File: src/sv/udp_socket_demux_table_macros.svh
// Assertion macros for the UDP socket demultiplexer table.
// Needs a clock named clk and an active-low reset named arst_n in scope.
`ifndef UDP_SOCKET_DEMUX_TABLE_MACROS_SVH
`define UDP_SOCKET_DEMUX_TABLE_MACROS_SVH

// Check a property on every clock edge outside reset.
`define UDPSD_ASSERT(lbl, prop, msg) \
	lbl: assert property (@(posedge clk) disable iff (!arst_n) (prop)) else $error(msg);

// Check a property on every clock edge, reset included.
`define UDPSD_ASSERT_ALWAYS(lbl, prop, msg) \
	lbl: assert property (@(posedge clk) (prop)) else $error(msg);

`endif

File: src/sv/udpsd_pkg.sv
// Shared types and codes for the UDP socket demultiplexer table.
// No dependencies.
package udpsd_pkg;

	// action codes of an input item
	localparam logic [1:0] ACT_DATAGRAM   = 2'd0;
	localparam logic [1:0] ACT_CONNECT    = 2'd1;
	localparam logic [1:0] ACT_LISTEN     = 2'd2;
	localparam logic [1:0] ACT_DISCONNECT = 2'd3;

	// result status codes
	localparam logic [2:0] ST_DELIVERED = 3'd0;
	localparam logic [2:0] ST_NO_MATCH  = 3'd1;
	localparam logic [2:0] ST_TOO_SHORT = 3'd2;
	localparam logic [2:0] ST_FULL      = 3'd3;
	localparam logic [2:0] ST_OPENED    = 3'd4;
	localparam logic [2:0] ST_CLOSED    = 3'd5;
	localparam logic [2:0] ST_EMPTY     = 3'd6;

	// configuration register indexes
	localparam int CFG_IDX_W = 4;
	typedef logic [CFG_IDX_W-1:0] cfg_idx_t;
	localparam cfg_idx_t REG_LOCAL_IP       = 4'd0;
	localparam cfg_idx_t REG_FIRST_EPHEMERAL = 4'd1;

	localparam logic [15:0] UDP_HEADER_BYTES  = 16'd8;
	localparam logic [15:0] DEFAULT_EPHEMERAL = 16'd1024;

	// one row of the socket table memory
	typedef struct packed {
		logic [15:0] local_port;
		logic [15:0] remote_port;
		logic [31:0] remote_ip;
		logic [31:0] local_ip;
	} entry_t;

	typedef enum logic [3:0] {
		S_IDLE   = 4'b0001,
		S_LOOKUP = 4'b0010,
		S_FREE   = 4'b0100,
		S_RESP   = 4'b1000
	} state_t;

	// low four bits of a table index, as carried in the entry field
	function automatic logic [3:0] to_entry(input logic [7:0] idx);
		to_entry = idx[3:0];
	endfunction

endpackage

File: src/sv/udp_socket_demux_table.sv
// UDP socket demultiplexer table: top level.
// Depends on udpsd_pkg and udp_socket_demux_table_macros.svh.
//
// Use:
//   Input channel (in_valid/in_ready) carries one item: an action with its
//   addresses, ports, IP length and slot. Output channel (out_valid/out_ready)
//   returns exactly one result item per input item: status, entry,
//   payload_length and assigned_port. Fields that do not apply are zero.
//   Configuration channel (cfg_valid/cfg_ready) writes local_ip (index 0) or
//   first_ephemeral_port (index 1, also reloads the port counter); other
//   indexes are ignored. Write it only while the block is idle.
// Timing:
//   One item is worked on at a time; in_ready is high only while idle.
//   Datagram lookup walks the table memory one entry per cycle through a
//   single compare unit, read data registered. Connect and listen walk the
//   valid bits for the lowest free slot. Short datagrams and disconnect go
//   straight to the result. The next item is accepted in the cycle after the
//   result moves to the output register.
// Reset and stall:
//   Reset clears all valid and listening bits and loads the port counter
//   with 1024; no clearing pass is needed. A stalled receiver holds the
//   result in the output register; the next item may still be accepted and
//   worked on, and its result waits until the output register frees.
`include "udp_socket_demux_table_macros.svh"

module udp_socket_demux_table #(
	parameter int SOCKETS = 16
) (
	input  logic                  clk,
	input  logic                  arst_n,

	input  logic                  in_valid,
	output logic                  in_ready,
	input  logic [1:0]            action,
	input  logic [31:0]           peer_ip,
	input  logic [31:0]           own_ip,
	input  logic [15:0]           peer_port,
	input  logic [15:0]           own_port,
	input  logic [15:0]           ip_length,
	input  logic [3:0]            slot,

	output logic                  out_valid,
	input  logic                  out_ready,
	output logic [2:0]            status,
	output logic [3:0]            entry,
	output logic [15:0]           payload_length,
	output logic [15:0]           assigned_port,

	input  logic                  cfg_valid,
	output logic                  cfg_ready,
	input  udpsd_pkg::cfg_idx_t   cfg_index,
	input  logic [31:0]           cfg_data
);
	import udpsd_pkg::*;

	localparam int IW = (SOCKETS > 1) ? $clog2(SOCKETS) : 1;
	localparam int CW = $clog2(SOCKETS + 1);
	localparam logic [CW-1:0] CNT_N    = CW'(SOCKETS);
	localparam logic [IW-1:0] IDX_LAST = IW'(SOCKETS - 1);
	localparam logic [8:0]    SLOT_N   = 9'(SOCKETS);

	// configuration and counter
	logic [31:0] local_ip_q;
	logic [15:0] first_eph_q;
	logic [15:0] next_port_q;

	// per-entry flags in flip-flops, fields in memory
	logic [SOCKETS-1:0] entry_valid_q;
	logic [SOCKETS-1:0] entry_listening_q;
	entry_t             mem [SOCKETS];
	entry_t             rd_data_q;

	// held item
	logic [1:0]  action_q;
	logic [31:0] peer_ip_q;
	logic [31:0] own_ip_q;
	logic [15:0] peer_port_q;
	logic [15:0] own_port_q;
	logic [15:0] plen_q;

	// scan sequencer
	state_t        state_q;
	logic [CW-1:0] rd_idx_q;
	logic [IW-1:0] cmp_idx_q;
	logic          cmp_vld_q;

	// pending result and output register
	logic [2:0]  res_status_q;
	logic [3:0]  res_entry_q;
	logic [15:0] res_plen_q;
	logic [15:0] res_port_q;
	logic        out_valid_q;
	logic [2:0]  out_status_q;
	logic [3:0]  out_entry_q;
	logic [15:0] out_plen_q;
	logic [15:0] out_port_q;

	logic          in_acc;
	logic          rd_en;
	logic          match_c;
	logic          hit_c;
	logic [IW-1:0] free_idx;
	logic          free_hit_c;
	logic          is_connect;
	logic [15:0]   open_port;
	logic          wr_en;
	logic [IW-1:0] wr_addr;
	entry_t        wr_data;
	logic [8:0]    slot_ext;
	logic [IW-1:0] slot_idx;
	logic          slot_ok;
	logic          out_free;

	assign in_ready  = (state_q == S_IDLE);
	assign cfg_ready = 1'b1;
	assign in_acc    = in_valid && in_ready;
	assign out_free  = !out_valid_q || out_ready;

	assign out_valid      = out_valid_q;
	assign status         = out_status_q;
	assign entry          = out_entry_q;
	assign payload_length = out_plen_q;
	assign assigned_port  = out_port_q;

	// disconnect target: slot must lie inside the table and be open
	assign slot_ext = 9'(slot);
	assign slot_idx = slot_ext[IW-1:0];
	assign slot_ok  = (slot_ext < SLOT_N) && entry_valid_q[slot_idx];

	// the shared compare unit: one table row against the held datagram
	assign match_c = cmp_vld_q && entry_valid_q[cmp_idx_q]
		&& (rd_data_q.local_port == own_port_q) && (rd_data_q.local_ip == own_ip_q)
		&& (entry_listening_q[cmp_idx_q]
			|| ((rd_data_q.remote_port == peer_port_q) && (rd_data_q.remote_ip == peer_ip_q)));
	assign hit_c = (state_q == S_LOOKUP) && match_c;

	// lowest free slot search, one valid bit a cycle
	assign free_idx   = rd_idx_q[IW-1:0];
	assign free_hit_c = (state_q == S_FREE) && !entry_valid_q[free_idx];
	assign is_connect = (action_q == ACT_CONNECT);
	assign open_port  = is_connect ? next_port_q : own_port_q;

	assign rd_en = (state_q == S_LOOKUP) && (rd_idx_q < CNT_N);

	// single write port: bind a listener, or open a new row
	always_comb begin
		wr_en   = 1'b0;
		wr_addr = cmp_idx_q;
		wr_data = rd_data_q;
		if (hit_c && entry_listening_q[cmp_idx_q]) begin
			wr_en               = 1'b1;
			wr_data.remote_port = peer_port_q;
			wr_data.remote_ip   = peer_ip_q;
		end
		if (free_hit_c) begin
			wr_en               = 1'b1;
			wr_addr             = free_idx;
			wr_data.local_port  = open_port;
			wr_data.remote_port = is_connect ? peer_port_q : 16'd0;
			wr_data.remote_ip   = is_connect ? peer_ip_q : 32'd0;
			wr_data.local_ip    = local_ip_q;
		end
	end

	always_ff @(posedge clk) begin
		if (wr_en) begin
			mem[wr_addr] <= wr_data;
		end
		if (rd_en) begin
			rd_data_q <= mem[rd_idx_q[IW-1:0]];
		end
	end

	// held item fields need no reset
	always_ff @(posedge clk) begin
		if (in_acc) begin
			action_q    <= action;
			peer_ip_q   <= peer_ip;
			own_ip_q    <= own_ip;
			peer_port_q <= peer_port;
			own_port_q  <= own_port;
			plen_q      <= ip_length - UDP_HEADER_BYTES;
		end
	end

	// configuration registers and port counter
	always_ff @(posedge clk or negedge arst_n) begin
		if (!arst_n) begin
			local_ip_q  <= 32'd0;
			first_eph_q <= DEFAULT_EPHEMERAL;
			next_port_q <= DEFAULT_EPHEMERAL;
		end else begin
			if (cfg_valid && cfg_ready) begin
				case (cfg_index)
					REG_LOCAL_IP: begin
						local_ip_q <= cfg_data;
					end
					REG_FIRST_EPHEMERAL: begin
						first_eph_q <= cfg_data[15:0];
						next_port_q <= cfg_data[15:0];
					end
					default: begin
					end
				endcase
			end
			// advance the ephemeral port, wrap to the first one after the top
			if (free_hit_c && is_connect) begin
				next_port_q <= (next_port_q == 16'hFFFF) ? first_eph_q : next_port_q + 16'd1;
			end
		end
	end

	// sequencer and flag bits
	always_ff @(posedge clk or negedge arst_n) begin
		if (!arst_n) begin
			state_q           <= S_IDLE;
			rd_idx_q          <= '0;
			cmp_idx_q         <= '0;
			cmp_vld_q         <= 1'b0;
			entry_valid_q     <= '0;
			entry_listening_q <= '0;
			res_status_q      <= ST_NO_MATCH;
			res_entry_q       <= 4'd0;
			res_plen_q        <= 16'd0;
			res_port_q        <= 16'd0;
		end else begin
			case (state_q)
				S_IDLE: begin
					rd_idx_q  <= '0;
					cmp_vld_q <= 1'b0;
					res_plen_q  <= 16'd0;
					res_port_q  <= 16'd0;
					// only a disconnect that closes a slot reports it from here
					if (in_acc && (action == ACT_DISCONNECT) && slot_ok) begin
						res_entry_q <= slot;
					end else begin
						res_entry_q <= 4'd0;
					end
					if (in_acc) begin
						case (action)
							ACT_DATAGRAM: begin
								if (ip_length < UDP_HEADER_BYTES) begin
									res_status_q <= ST_TOO_SHORT;
									state_q      <= S_RESP;
								end else begin
									state_q <= S_LOOKUP;
								end
							end
							ACT_CONNECT, ACT_LISTEN: begin
								state_q <= S_FREE;
							end
							default: begin
								// disconnect: drop the slot if it is open
								if (slot_ok) begin
									entry_valid_q[slot_idx]     <= 1'b0;
									entry_listening_q[slot_idx] <= 1'b0;
									res_status_q <= ST_CLOSED;
								end else begin
									res_status_q <= ST_EMPTY;
								end
								state_q <= S_RESP;
							end
						endcase
					end
				end
				S_LOOKUP: begin
					// read the next row while comparing the previous one
					cmp_vld_q <= rd_en;
					cmp_idx_q <= rd_idx_q[IW-1:0];
					if (rd_en) begin
						rd_idx_q <= rd_idx_q + CW'(1);
					end
					if (match_c) begin
						entry_listening_q[cmp_idx_q] <= 1'b0;
						res_status_q <= ST_DELIVERED;
						res_entry_q  <= to_entry(8'(cmp_idx_q));
						res_plen_q   <= plen_q;
						state_q      <= S_RESP;
					end else if (cmp_vld_q && (cmp_idx_q == IDX_LAST)) begin
						res_status_q <= ST_NO_MATCH;
						state_q      <= S_RESP;
					end
				end
				S_FREE: begin
					if (free_hit_c) begin
						entry_valid_q[free_idx]     <= 1'b1;
						entry_listening_q[free_idx] <= !is_connect;
						res_status_q <= ST_OPENED;
						res_entry_q  <= to_entry(8'(free_idx));
						res_port_q   <= open_port;
						state_q      <= S_RESP;
					end else if (free_idx == IDX_LAST) begin
						res_status_q <= ST_FULL;
						state_q      <= S_RESP;
					end else begin
						rd_idx_q <= rd_idx_q + CW'(1);
					end
				end
				S_RESP: begin
					// hold until the output register frees
					if (out_free) begin
						state_q <= S_IDLE;
					end
				end
				default: begin
					state_q <= S_IDLE;
				end
			endcase
		end
	end

	// output register
	always_ff @(posedge clk or negedge arst_n) begin
		if (!arst_n) begin
			out_valid_q <= 1'b0;
		end else if ((state_q == S_RESP) && out_free) begin
			out_valid_q <= 1'b1;
		end else if (out_ready) begin
			out_valid_q <= 1'b0;
		end
	end

	always_ff @(posedge clk) begin
		if ((state_q == S_RESP) && out_free) begin
			out_status_q <= res_status_q;
			out_entry_q  <= res_entry_q;
			out_plen_q   <= res_plen_q;
			out_port_q   <= res_port_q;
		end
	end

	`UDPSD_ASSERT(a_busy_after_accept, (in_valid && in_ready) |=> !in_ready,
		"item accepted while busy")
	`UDPSD_ASSERT(a_listen_implies_valid, (entry_listening_q & ~entry_valid_q) == '0,
		"listening bit on a free slot")
	`UDPSD_ASSERT(a_open_adds_one,
		free_hit_c |=> ($countones(entry_valid_q) == $past($countones(entry_valid_q)) + 1),
		"open did not add one entry")

endmodule

File: config.mk
export PLATFORM = sky130hd
export DESIGN_NAME = udp_socket_demux_table
export DESIGN_NICKNAME = d
export VERILOG_FILES = /design/src/sv/udpsd_pkg.sv /design/src/sv/udp_socket_demux_table.sv
export VERILOG_INCLUDE_DIRS = /design/src /design/src/sv
export SDC_FILE = /design/constraint.sdc
export NUM_CORES = 2
export LEC_CHECK = 0
export ABC_CLOCK_PERIOD_IN_PS = 9500
export CAP_MARGIN = 20
export CORE_MARGIN = 1.5
export CORE_UTILIZATION = 45
export CTS_CLUSTER_SIZE = 28
export DETAILED_ROUTE_END_ITERATION = 10
export DONT_BUFFER_PORTS = 1
export PLACE_DENSITY = 0.63
export SETUP_SLACK_MARGIN = 0.3
export SLEW_MARGIN = 20
export SYNTH_ARGS = -nofsm -noshare
export SYNTH_HDL_FRONTEND = slang
export SYNTH_SLANG_ARGS = --single-unit
File: constraint.sdc
create_clock -name clk -period 9.5 [get_ports clk]
set_clock_uncertainty 0.05 [all_clocks]
set_input_delay 1.9 -clock clk [delete_from_list [all_inputs] [get_ports clk]]
set_output_delay 1.9 -clock clk [all_outputs]
set_load 0.05 [all_outputs]
Word level (Yosys, flattened, before mapping)
Memories as Yosys holds them, arrays and structs flattened. A register that Yosys moved wholly into a read port is not among the register bits.
Cells that the tools add are included.
{"block": "op_classes", "n_eq_ne": 29, "n_lt_le_gt_ge": 9, "div_mod_pow": 0, "bitwise": 6, "shift": 0, "add_sub_neg": 3, "n_reduce_logical": 45, "mux": 73, "n_mul": 0}
{"op": "$mux W16", "n": 17}
{"op": "$mux W96", "n": 1}
{"op": "$pmux W16 S2", "n": 3}
{"op": "$eq A32 B32 Y1", "n": 2}
{"op": "$and A16 B16 Y16", "n": 3}
{"op": "$mux W48", "n": 1}
{"op": "$pmux W16 S3", "n": 1}
{"op": "$mux W4", "n": 11}
{"op": "$eq A16 B16 Y1", "n": 2}
{"op": "$mux W32", "n": 1}
{"op": "$not A16 Y16", "n": 2}
{"op": "$lt A4 B5 Y1 const B", "n": 4}
{"op": "$logic_and A1 B1 Y1", "n": 19}
{"op": "$mux W3", "n": 6}
{"op": "$add A16 B1 Y16 const B", "n": 1}
{"op": "$bmux W1 S4", "n": 4}
{"op": "$bwmux W16", "n": 1}
{"op": "$eq A16 B16 Y1 const B", "n": 1}
{"op": "$lt A16 B4 Y1 const B", "n": 1}
{"op": "$ne A2 B2 Y1 const B", "n": 8}
{"op": "$or A16 B16 Y16", "n": 1}
{"op": "$pmux W4 S4", "n": 1}
{"op": "$sub A16 B4 Y16 const B", "n": 1}
{"op": "$mux W5", "n": 3}
{"op": "other kinds (34)", "n": 70}
{"block": "totals", "mem_count": 1, "output_inout_bits": 42, "ff_bits": 303, "latch_bits": 0, "mem_bits_rw": 1536, "romBits": 0}
{"name": "mem", "words": 16, "width": 96, "read_ports": 1, "rd_ports_with_merged_regs": 1, "wr": 1, "line_no": "udp_socket_demux_table.sv:70", "text": "entry_t mem [SOCKETS];"}

Logic depth before layout (Yosys ltp)
{"block": "depth", "depth_word": 12, "ltp_mapped": 11, "mapped_depth_nobuf": 9}

Worst setup path before layout
No wires, ideal clock.
{"block": "synth_timing", "path_kind": "flip-flop to flip-flop", "start": "reg rd_idx_q[0]", "end": "mem mem[15][0] in the netlist's numbering (enable)", "stages_incl_launch_ff": 9, "required_time_ns": 8.898, "slack_ns": 2.916, "path_buffers": 2, "synth_period_minus_slack_ns": 6.584, "arrival_ns": 5.982, "cell_sequence": "dfrtp_1 -> buf_2 -> mux4_2 -> a22oi_1 -> nand3_1 -> clkbuf_1 -> nor2_1 -> a21oi_1 -> nor2_1"}
{"block": "synth_via", "elab_chain_len": 7, "word_cells_on_any_way": 8, "classes_between": "mux (6); reduce/logical (2)"}
{"element": "start: declaration", "line_no": "udp_socket_demux_table.sv:83", "text": "logic [CW-1:0] rd_idx_q;"}
{"element": "start signal: assignment", "line_no": "udp_socket_demux_table.sv:271", "text": "rd_idx_q <= rd_idx_q + CW'(1);"}
{"element": "start signal: assignment", "line_no": "udp_socket_demux_table.sv:296", "text": "rd_idx_q <= rd_idx_q + CW'(1);"}
{"element": "$bmux W1 S4", "line_no": "udp_socket_demux_table.sv:139", "text": "assign free_hit_c = (state_q == S_FREE) && !entry_valid_q[free_idx];"}
{"element": "$mux W1 (not written as such)", "line_no": "udp_socket_demux_table.sv:139"}
{"element": "$logic_not A1 Y1", "line_no": "udp_socket_demux_table.sv:139"}
{"element": "$logic_and A1 B1 Y1", "line_no": "udp_socket_demux_table.sv:139"}
{"element": "$mux W1", "line_no": "udp_socket_demux_table.sv:155", "text": "if (free_hit_c) begin"}
{"element": "$mux W1", "line_no": "udp_socket_demux_table.sv:166", "text": "if (wr_en) begin"}
{"element": "$mux W1 (not written as such)", "line_no": "udp_socket_demux_table.sv:167", "text": "mem[wr_addr] <= wr_data;"}
{"element": "end: declaration", "line_no": "udp_socket_demux_table.sv:70"}
Several ways; a longest one is shown, not always the timed one. The select of a mux whose other input is x is not followed.

Worst setup path after layout
{"block": "layout_timing", "start": "reg peer_port_q[9]", "end": "mem mem[7][69] in the netlist's numbering (enable)"}
{"block": "layout_via", "elab_chain_len": 10}
{"element": "start: declaration", "line_no": "udp_socket_demux_table.sv:77", "text": "logic [15:0] peer_port_q;"}
{"element": "start signal: assignment", "line_no": "udp_socket_demux_table.sv:180", "text": "peer_port_q <= peer_port;"}
{"element": "$eq A16 B16 Y1", "line_no": "udp_socket_demux_table.sv:134", "text": "|| ((rd_data_q.remote_port == peer_port_q) && (rd_data_q.remote_ip == peer_ip_q)));"}
{"element": "$logic_and A1 B1 Y1", "line_no": "udp_socket_demux_table.sv:134"}
{"element": "$logic_or A1 B1 Y1", "line_no": "udp_socket_demux_table.sv:134"}
{"element": "$logic_and A1 B1 Y1", "line_no": "udp_socket_demux_table.sv:133", "text": "&& (entry_listening_q[cmp_idx_q]"}
{"element": "$logic_and A1 B1 Y1", "line_no": "udp_socket_demux_table.sv:135", "text": "assign hit_c = (state_q == S_LOOKUP) && match_c;"}
{"element": "$logic_and A1 B1 Y1", "line_no": "udp_socket_demux_table.sv:150", "text": "if (hit_c && entry_listening_q[cmp_idx_q]) begin"}
{"element": "$mux W1", "line_no": "udp_socket_demux_table.sv:150"}
{"element": "$mux W1", "line_no": "udp_socket_demux_table.sv:155"}
{"element": "$mux W1", "line_no": "udp_socket_demux_table.sv:166"}
{"element": "$mux W1 (not written as such)", "line_no": "udp_socket_demux_table.sv:167"}
No other way between the ends.

==> impl.org <==
** Run status
- The flow ran to the end, and the final reports show no timing, DRC or antenna violations.

** Clock tree
- Clock slew at the register clock pins of the worst setup and hold paths :: 0.06 ns
- TritonCTS built the clock tree.
- Gates resized during post-CTS repair numbered 0.
- Buffers added to address setup during post-CTS repair amount to 0.
- The H-tree was split into 4 levels.
- In this run, post-CTS hold repair placed 0 buffers.
- Number of buffers added by the clock tree synthesis step :: 188
- Clock tree synthesis found a total of 1935 sinks.
- Root buffer cell :: sky130_fd_sc_hd__clkbuf_16
- The longest clock path from root to sink contains 3 buffers.
- Clock insertion delay at the later pin of the skew report :: 0.82 ns

** Drt
- Wires add up to 181 mm.
- The detail route stage leaves a number of antenna-violating nets equal to 0.
- Using the TritonRoute via totals, the vias-per-cell ratio works out to 6.04.
- # DRC :: 0
- Detailed routing inserted a total of 36221 vias.
- For this run, the detailed router's first-pass iteration total came to 8.
- The detailed router finished its first iteration with 4432 violations.
- Mean routed wirelength per cell :: 30.2 um

** GRT
- The initial antenna violation count came to 40.
- Entering global routing, the biggest net connects 151 pins.
- Residual overflow from global routing :: 0
- Number of global-route vias before repair :: 36442
- The first global-routing pass estimated 264 mm of wire.
- All-layer global routing usage :: 21.6%

** STA
- RSZ-0062 raised after global routing :: no
- Upper clock frequency limit :: 163 MHz
- Final Cycle Share :: 64.6%
- TNS Setup :: 0 ns
- The worst path in the final design needs a cycle of 6.14 ns, including I/O delays and setup.
- Finish-stage setup viols :: 0
- The worst pin sits at a relative slew slack of 26.1%.
- The tightest hold path in the finished design has a slack of 0.394 ns.
- Number of pins with negative max-slew slack in the final report :: 0
- The number of failing hold endpoints at the final stage is 0.
- Worst Max-Slew Pin Slew :: 1.11 ns

** Pwr
- Leakage Power :: 26.2 nW
- In this run the power density over the cells is 233 mW/mm^2.
- Worst ir drop on vdd :: 0.200 mV

** Critical path
- The worst setup path is launched from a flop.
- Largest driver fanout on the critical path :: 41
- Data on the critical path is required at its endpoint by 9.88 ns.
- Counting cells, the worst reg-to-reg path comes to 9.
- CP max stage delay :: 0.93 ns
- Critical path arrival :: 6.52 ns
- Crit path cell chain :: xnor2_1, nand4_1, nor4_1, nand3_1, a2111o_2, nor3_2, a31oi_1, nor2_4, buf_4
- The worst setup path is captured at a flop.
- Critical path start-end classification :: flop to flop
- Crit-path slowest cell :: sky130_fd_sc_hd__nor2_4

** Synthesis
- The netlist uses 61 different library cells.
- The number of nets in the synthesized netlist is 3748.
- Synthesis produced a netlist whose cell count is 3580.
- For this run, the leading register cell type out of synthesis is sky130_fd_sc_hd__edfxtp_1.
- For this run, the number of Yosys warnings is 0.
- Cell area after technology mapping :: 0.0751 sq mm
- Synthesized flop and latch total :: 1935
- Number of synthesized flops with an enable pin :: 1785
- Share of the yosys chip area belonging to registers :: 76.4%
- Async set-or-reset flop fraction in the synthesized netlist :: 7.75%
- In this run the mean area of a mapped cell was 21.0 sq um.

** Floorplan
- Overall die area :: 0.169 sq mm
- Starting Density :: 45.4%
- The floorplan step set the die height to 412 um.
- The die is 412 um wide.
- Number of ports placed on the die boundary :: 201
- Placeable core region :: 0.165 sq mm
- Number of placement rows :: 149

** Cells and area
- Area of the multi-input gates :: 0.0171 sq mm
- Fraction of final layout cells sized beyond drive strength 1 :: 24.1%
- Compared with the post-synthesis result, the final layout area differs by 11.8%.
- After the last flow step, the layout net total stands at 3817.
- Total of fill cells in the finished design :: 12873
- Register area :: 0.0574 sq mm

** Flow run
- The tool flagged a number of max-cap violations equal to 0.

** Worst hold path
- Worst hold path cell count :: 0
- Path type of the worst min-delay path :: flop to flop

** Placed design
- After legalization and detailed placement, the total HPWL measured 101 mm.
- Routability cong. :: 0.854
- The count of buffers added on input and output ports is 0.
==> stage by stage <==
step                utilization [%]  instances  power [mW]  setup slack [ns]  instance area [sq um]
floorplan                         -       3580        11.8              2.92                  75100
global placement               47.1       5645        12.5              3.38                  77900
detailed placement             47.1       5646        12.5              3.38                  77900
CTS                            50.7       5989        19.8              3.33                  83900
global route                   50.8       5993        20.2              3.24                  84000
finish                         50.8       6000        19.6              3.36                  84000
==> sequential cells by signal (all words and copies together) (netlist names), 5 cells and up <==
register	flops
peer_ip_q	32
first_eph_q	16
res_port_q	16
local_ip_q	32
mem	1536
next_port_q	16
rd_data_q	96
own_port_q	16
own_ip_q	32
payload_length	16
res_plen_q	16
entry_valid_q	16
peer_port_q	16
assigned_port	16
entry_listening_q	16
rd_idx_q	5
plen_q	16
==> layout by cell type (no fill, tap or decap), types with 19 or more instances in the layout <==
cell type and instances:
sky130_fd_sc_hd__nand4_1 27, sky130_fd_sc_hd__edfxtp_1 1785, sky130_fd_sc_hd__nand3_1 43, sky130_fd_sc_hd__buf_4 54
sky130_fd_sc_hd__xor2_1 23, sky130_fd_sc_hd__mux4_2 496, sky130_fd_sc_hd__o21ai_0 45, sky130_fd_sc_hd__nand2_1 272
sky130_fd_sc_hd__clkbuf_1 46, sky130_fd_sc_hd__nor2_4 19, sky130_fd_sc_hd__mux2_2 34, sky130_fd_sc_hd__nor2_1 38
sky130_fd_sc_hd__o22ai_1 25, sky130_fd_sc_hd__a31oi_1 25, sky130_fd_sc_hd__dfrtp_1 142, sky130_fd_sc_hd__a21oi_1 31
sky130_fd_sc_hd__a22o_1 66, sky130_fd_sc_hd__clkinv_1 38, sky130_fd_sc_hd__a31o_2 19, sky130_fd_sc_hd__xnor2_1 88
sky130_fd_sc_hd__clkbuf_16 193, sky130_fd_sc_hd__clkinv_2 33, sky130_fd_sc_hd__inv_1 37
==> cells by family after synthesis <==
group | after synthesis | share of synthesized area (%)
other cells | 1 | 0.00499
compound gates | 276 | 2.66
xor+xnor | 111 | 1.29
simple gates | 488 | 2.89
mux | 536 | 15.5
fa+ha+maj | 9 | 0.150
buf+inv | 224 | 1.19
flops | 1935 | 76.4
==> path summary, 6_finish.rpt <==
check | start | endpoint | slack, ns
worst min-delay path | res_plen_q[15] | payload_length[15] | 0.39
max in group asynchronous | arst_n | rd_idx_q[1] | 8.23
min in group asynchronous | arst_n | first_eph_q[13] | 0.74
worst max-delay path | peer_port_q[9] | mem[7][69] | 3.36
worst min register to register | res_plen_q[15] | payload_length[15] | 0.39
worst max register to register | peer_port_q[9] | mem[7][69] | 3.36
==> power by group <==
group          total (mW)  switching (mW)  internal (mW)
sequential           10.1           0.309           9.76
clock                7.30            3.15           4.15
combinational        2.22            1.25          0.972
total                19.6            4.71           14.9
==> area by class of cell <==
class                      instances  area share (%)
antenna                            9          0.0268
clock buffer                     241            5.99
clock inverter                   102            1.16
inverter                          37           0.165
multi-input combinational       1421            20.3
sequential                      1935            68.3
tap                             2189            3.26
timing repair buffer              66           0.776
==> synth_stat cells, types with 2 or more instances <==
master / number / area share [%]
sky130_fd_sc_hd__a22oi_1: 6 / 0.060
sky130_fd_sc_hd__o21ai_0: 45 / 0.30
sky130_fd_sc_hd__dfrtp_1: 146 / 4.9
sky130_fd_sc_hd__xor2_1: 23 / 0.27
sky130_fd_sc_hd__a22o_1: 66 / 0.77
sky130_fd_sc_hd__clkbuf_1: 136 / 0.68
sky130_fd_sc_hd__a221o_1: 4 / 0.053
sky130_fd_sc_hd__mux2i_1: 6 / 0.080
sky130_fd_sc_hd__buf_4: 3 / 0.030
sky130_fd_sc_hd__nor2b_1: 14 / 0.12
sky130_fd_sc_hd__mux4_2: 496 / 15
sky130_fd_sc_hd__nor3_1: 17 / 0.11
sky130_fd_sc_hd__a21o_1: 16 / 0.16
sky130_fd_sc_hd__xnor2_1: 88 / 1.0
sky130_fd_sc_hd__a21oi_1: 32 / 0.21
sky130_fd_sc_hd__buf_2: 14 / 0.093
sky130_fd_sc_hd__nand2b_1: 8 / 0.067
sky130_fd_sc_hd__nor4b_1: 2 / 0.023
sky130_fd_sc_hd__nor4_1: 11 / 0.092
sky130_fd_sc_hd__dfstp_2: 4 / 0.14
sky130_fd_sc_hd__inv_1: 37 / 0.18
sky130_fd_sc_hd__nand3_1: 44 / 0.29
sky130_fd_sc_hd__edfxtp_1: 1785 / 71
sky130_fd_sc_hd__or3_1: 3 / 0.025
sky130_fd_sc_hd__a31o_2: 19 / 0.22
sky130_fd_sc_hd__nand2_1: 272 / 1.4
sky130_fd_sc_hd__a21bo_2: 3 / 0.040
sky130_fd_sc_hd__nand4_1: 27 / 0.22
sky130_fd_sc_hd__nor3b_1: 2 / 0.020
sky130_fd_sc_hd__a31oi_1: 25 / 0.21
sky130_fd_sc_hd__buf_1: 31 / 0.15
sky130_fd_sc_hd__buf_6: 3 / 0.045
sky130_fd_sc_hd__and2_1: 7 / 0.058
sky130_fd_sc_hd__a211oi_1: 9 / 0.090
sky130_fd_sc_hd__o311ai_0: 6 / 0.070
sky130_fd_sc_hd__a222oi_1: 5 / 0.067
sky130_fd_sc_hd__o21a_1: 2 / 0.020
sky130_fd_sc_hd__nor2_1: 57 / 0.28
sky130_fd_sc_hd__mux2_2: 34 / 0.51
sky130_fd_sc_hd__ha_1: 9 / 0.15
sky130_fd_sc_hd__o22ai_1: 25 / 0.21
sky130_fd_sc_hd__nand3b_1: 4 / 0.040
sky130_fd_sc_hd__and3_1: 16 / 0.13
==> metal layers <==
layer	part of all wire, %	up-vias	track usage (%)
li1	-	14920	-
met1	43	19548	31.0
met2	48	1464	34.1
met3	7.1	273	4.21
met4	2.2	16	5.49
met5	0.050	-	0
==> worst max-delay path: cells and delay by family (launching register included) <==
| family | cells | cell delay, ns |
|---|---|---|
| XOR/XNOR | 1 | 0.37 |
| AND/OR/NAND/NOR | 5 | 3.00 |
| AO/OA/AOI/OAI | 2 | 1.09 |
| flip-flops | 1 | 0.40 |
| buffers and inverters | 1 | 0.76 |
No activity file was read; power rests on OpenSTA's default activity.
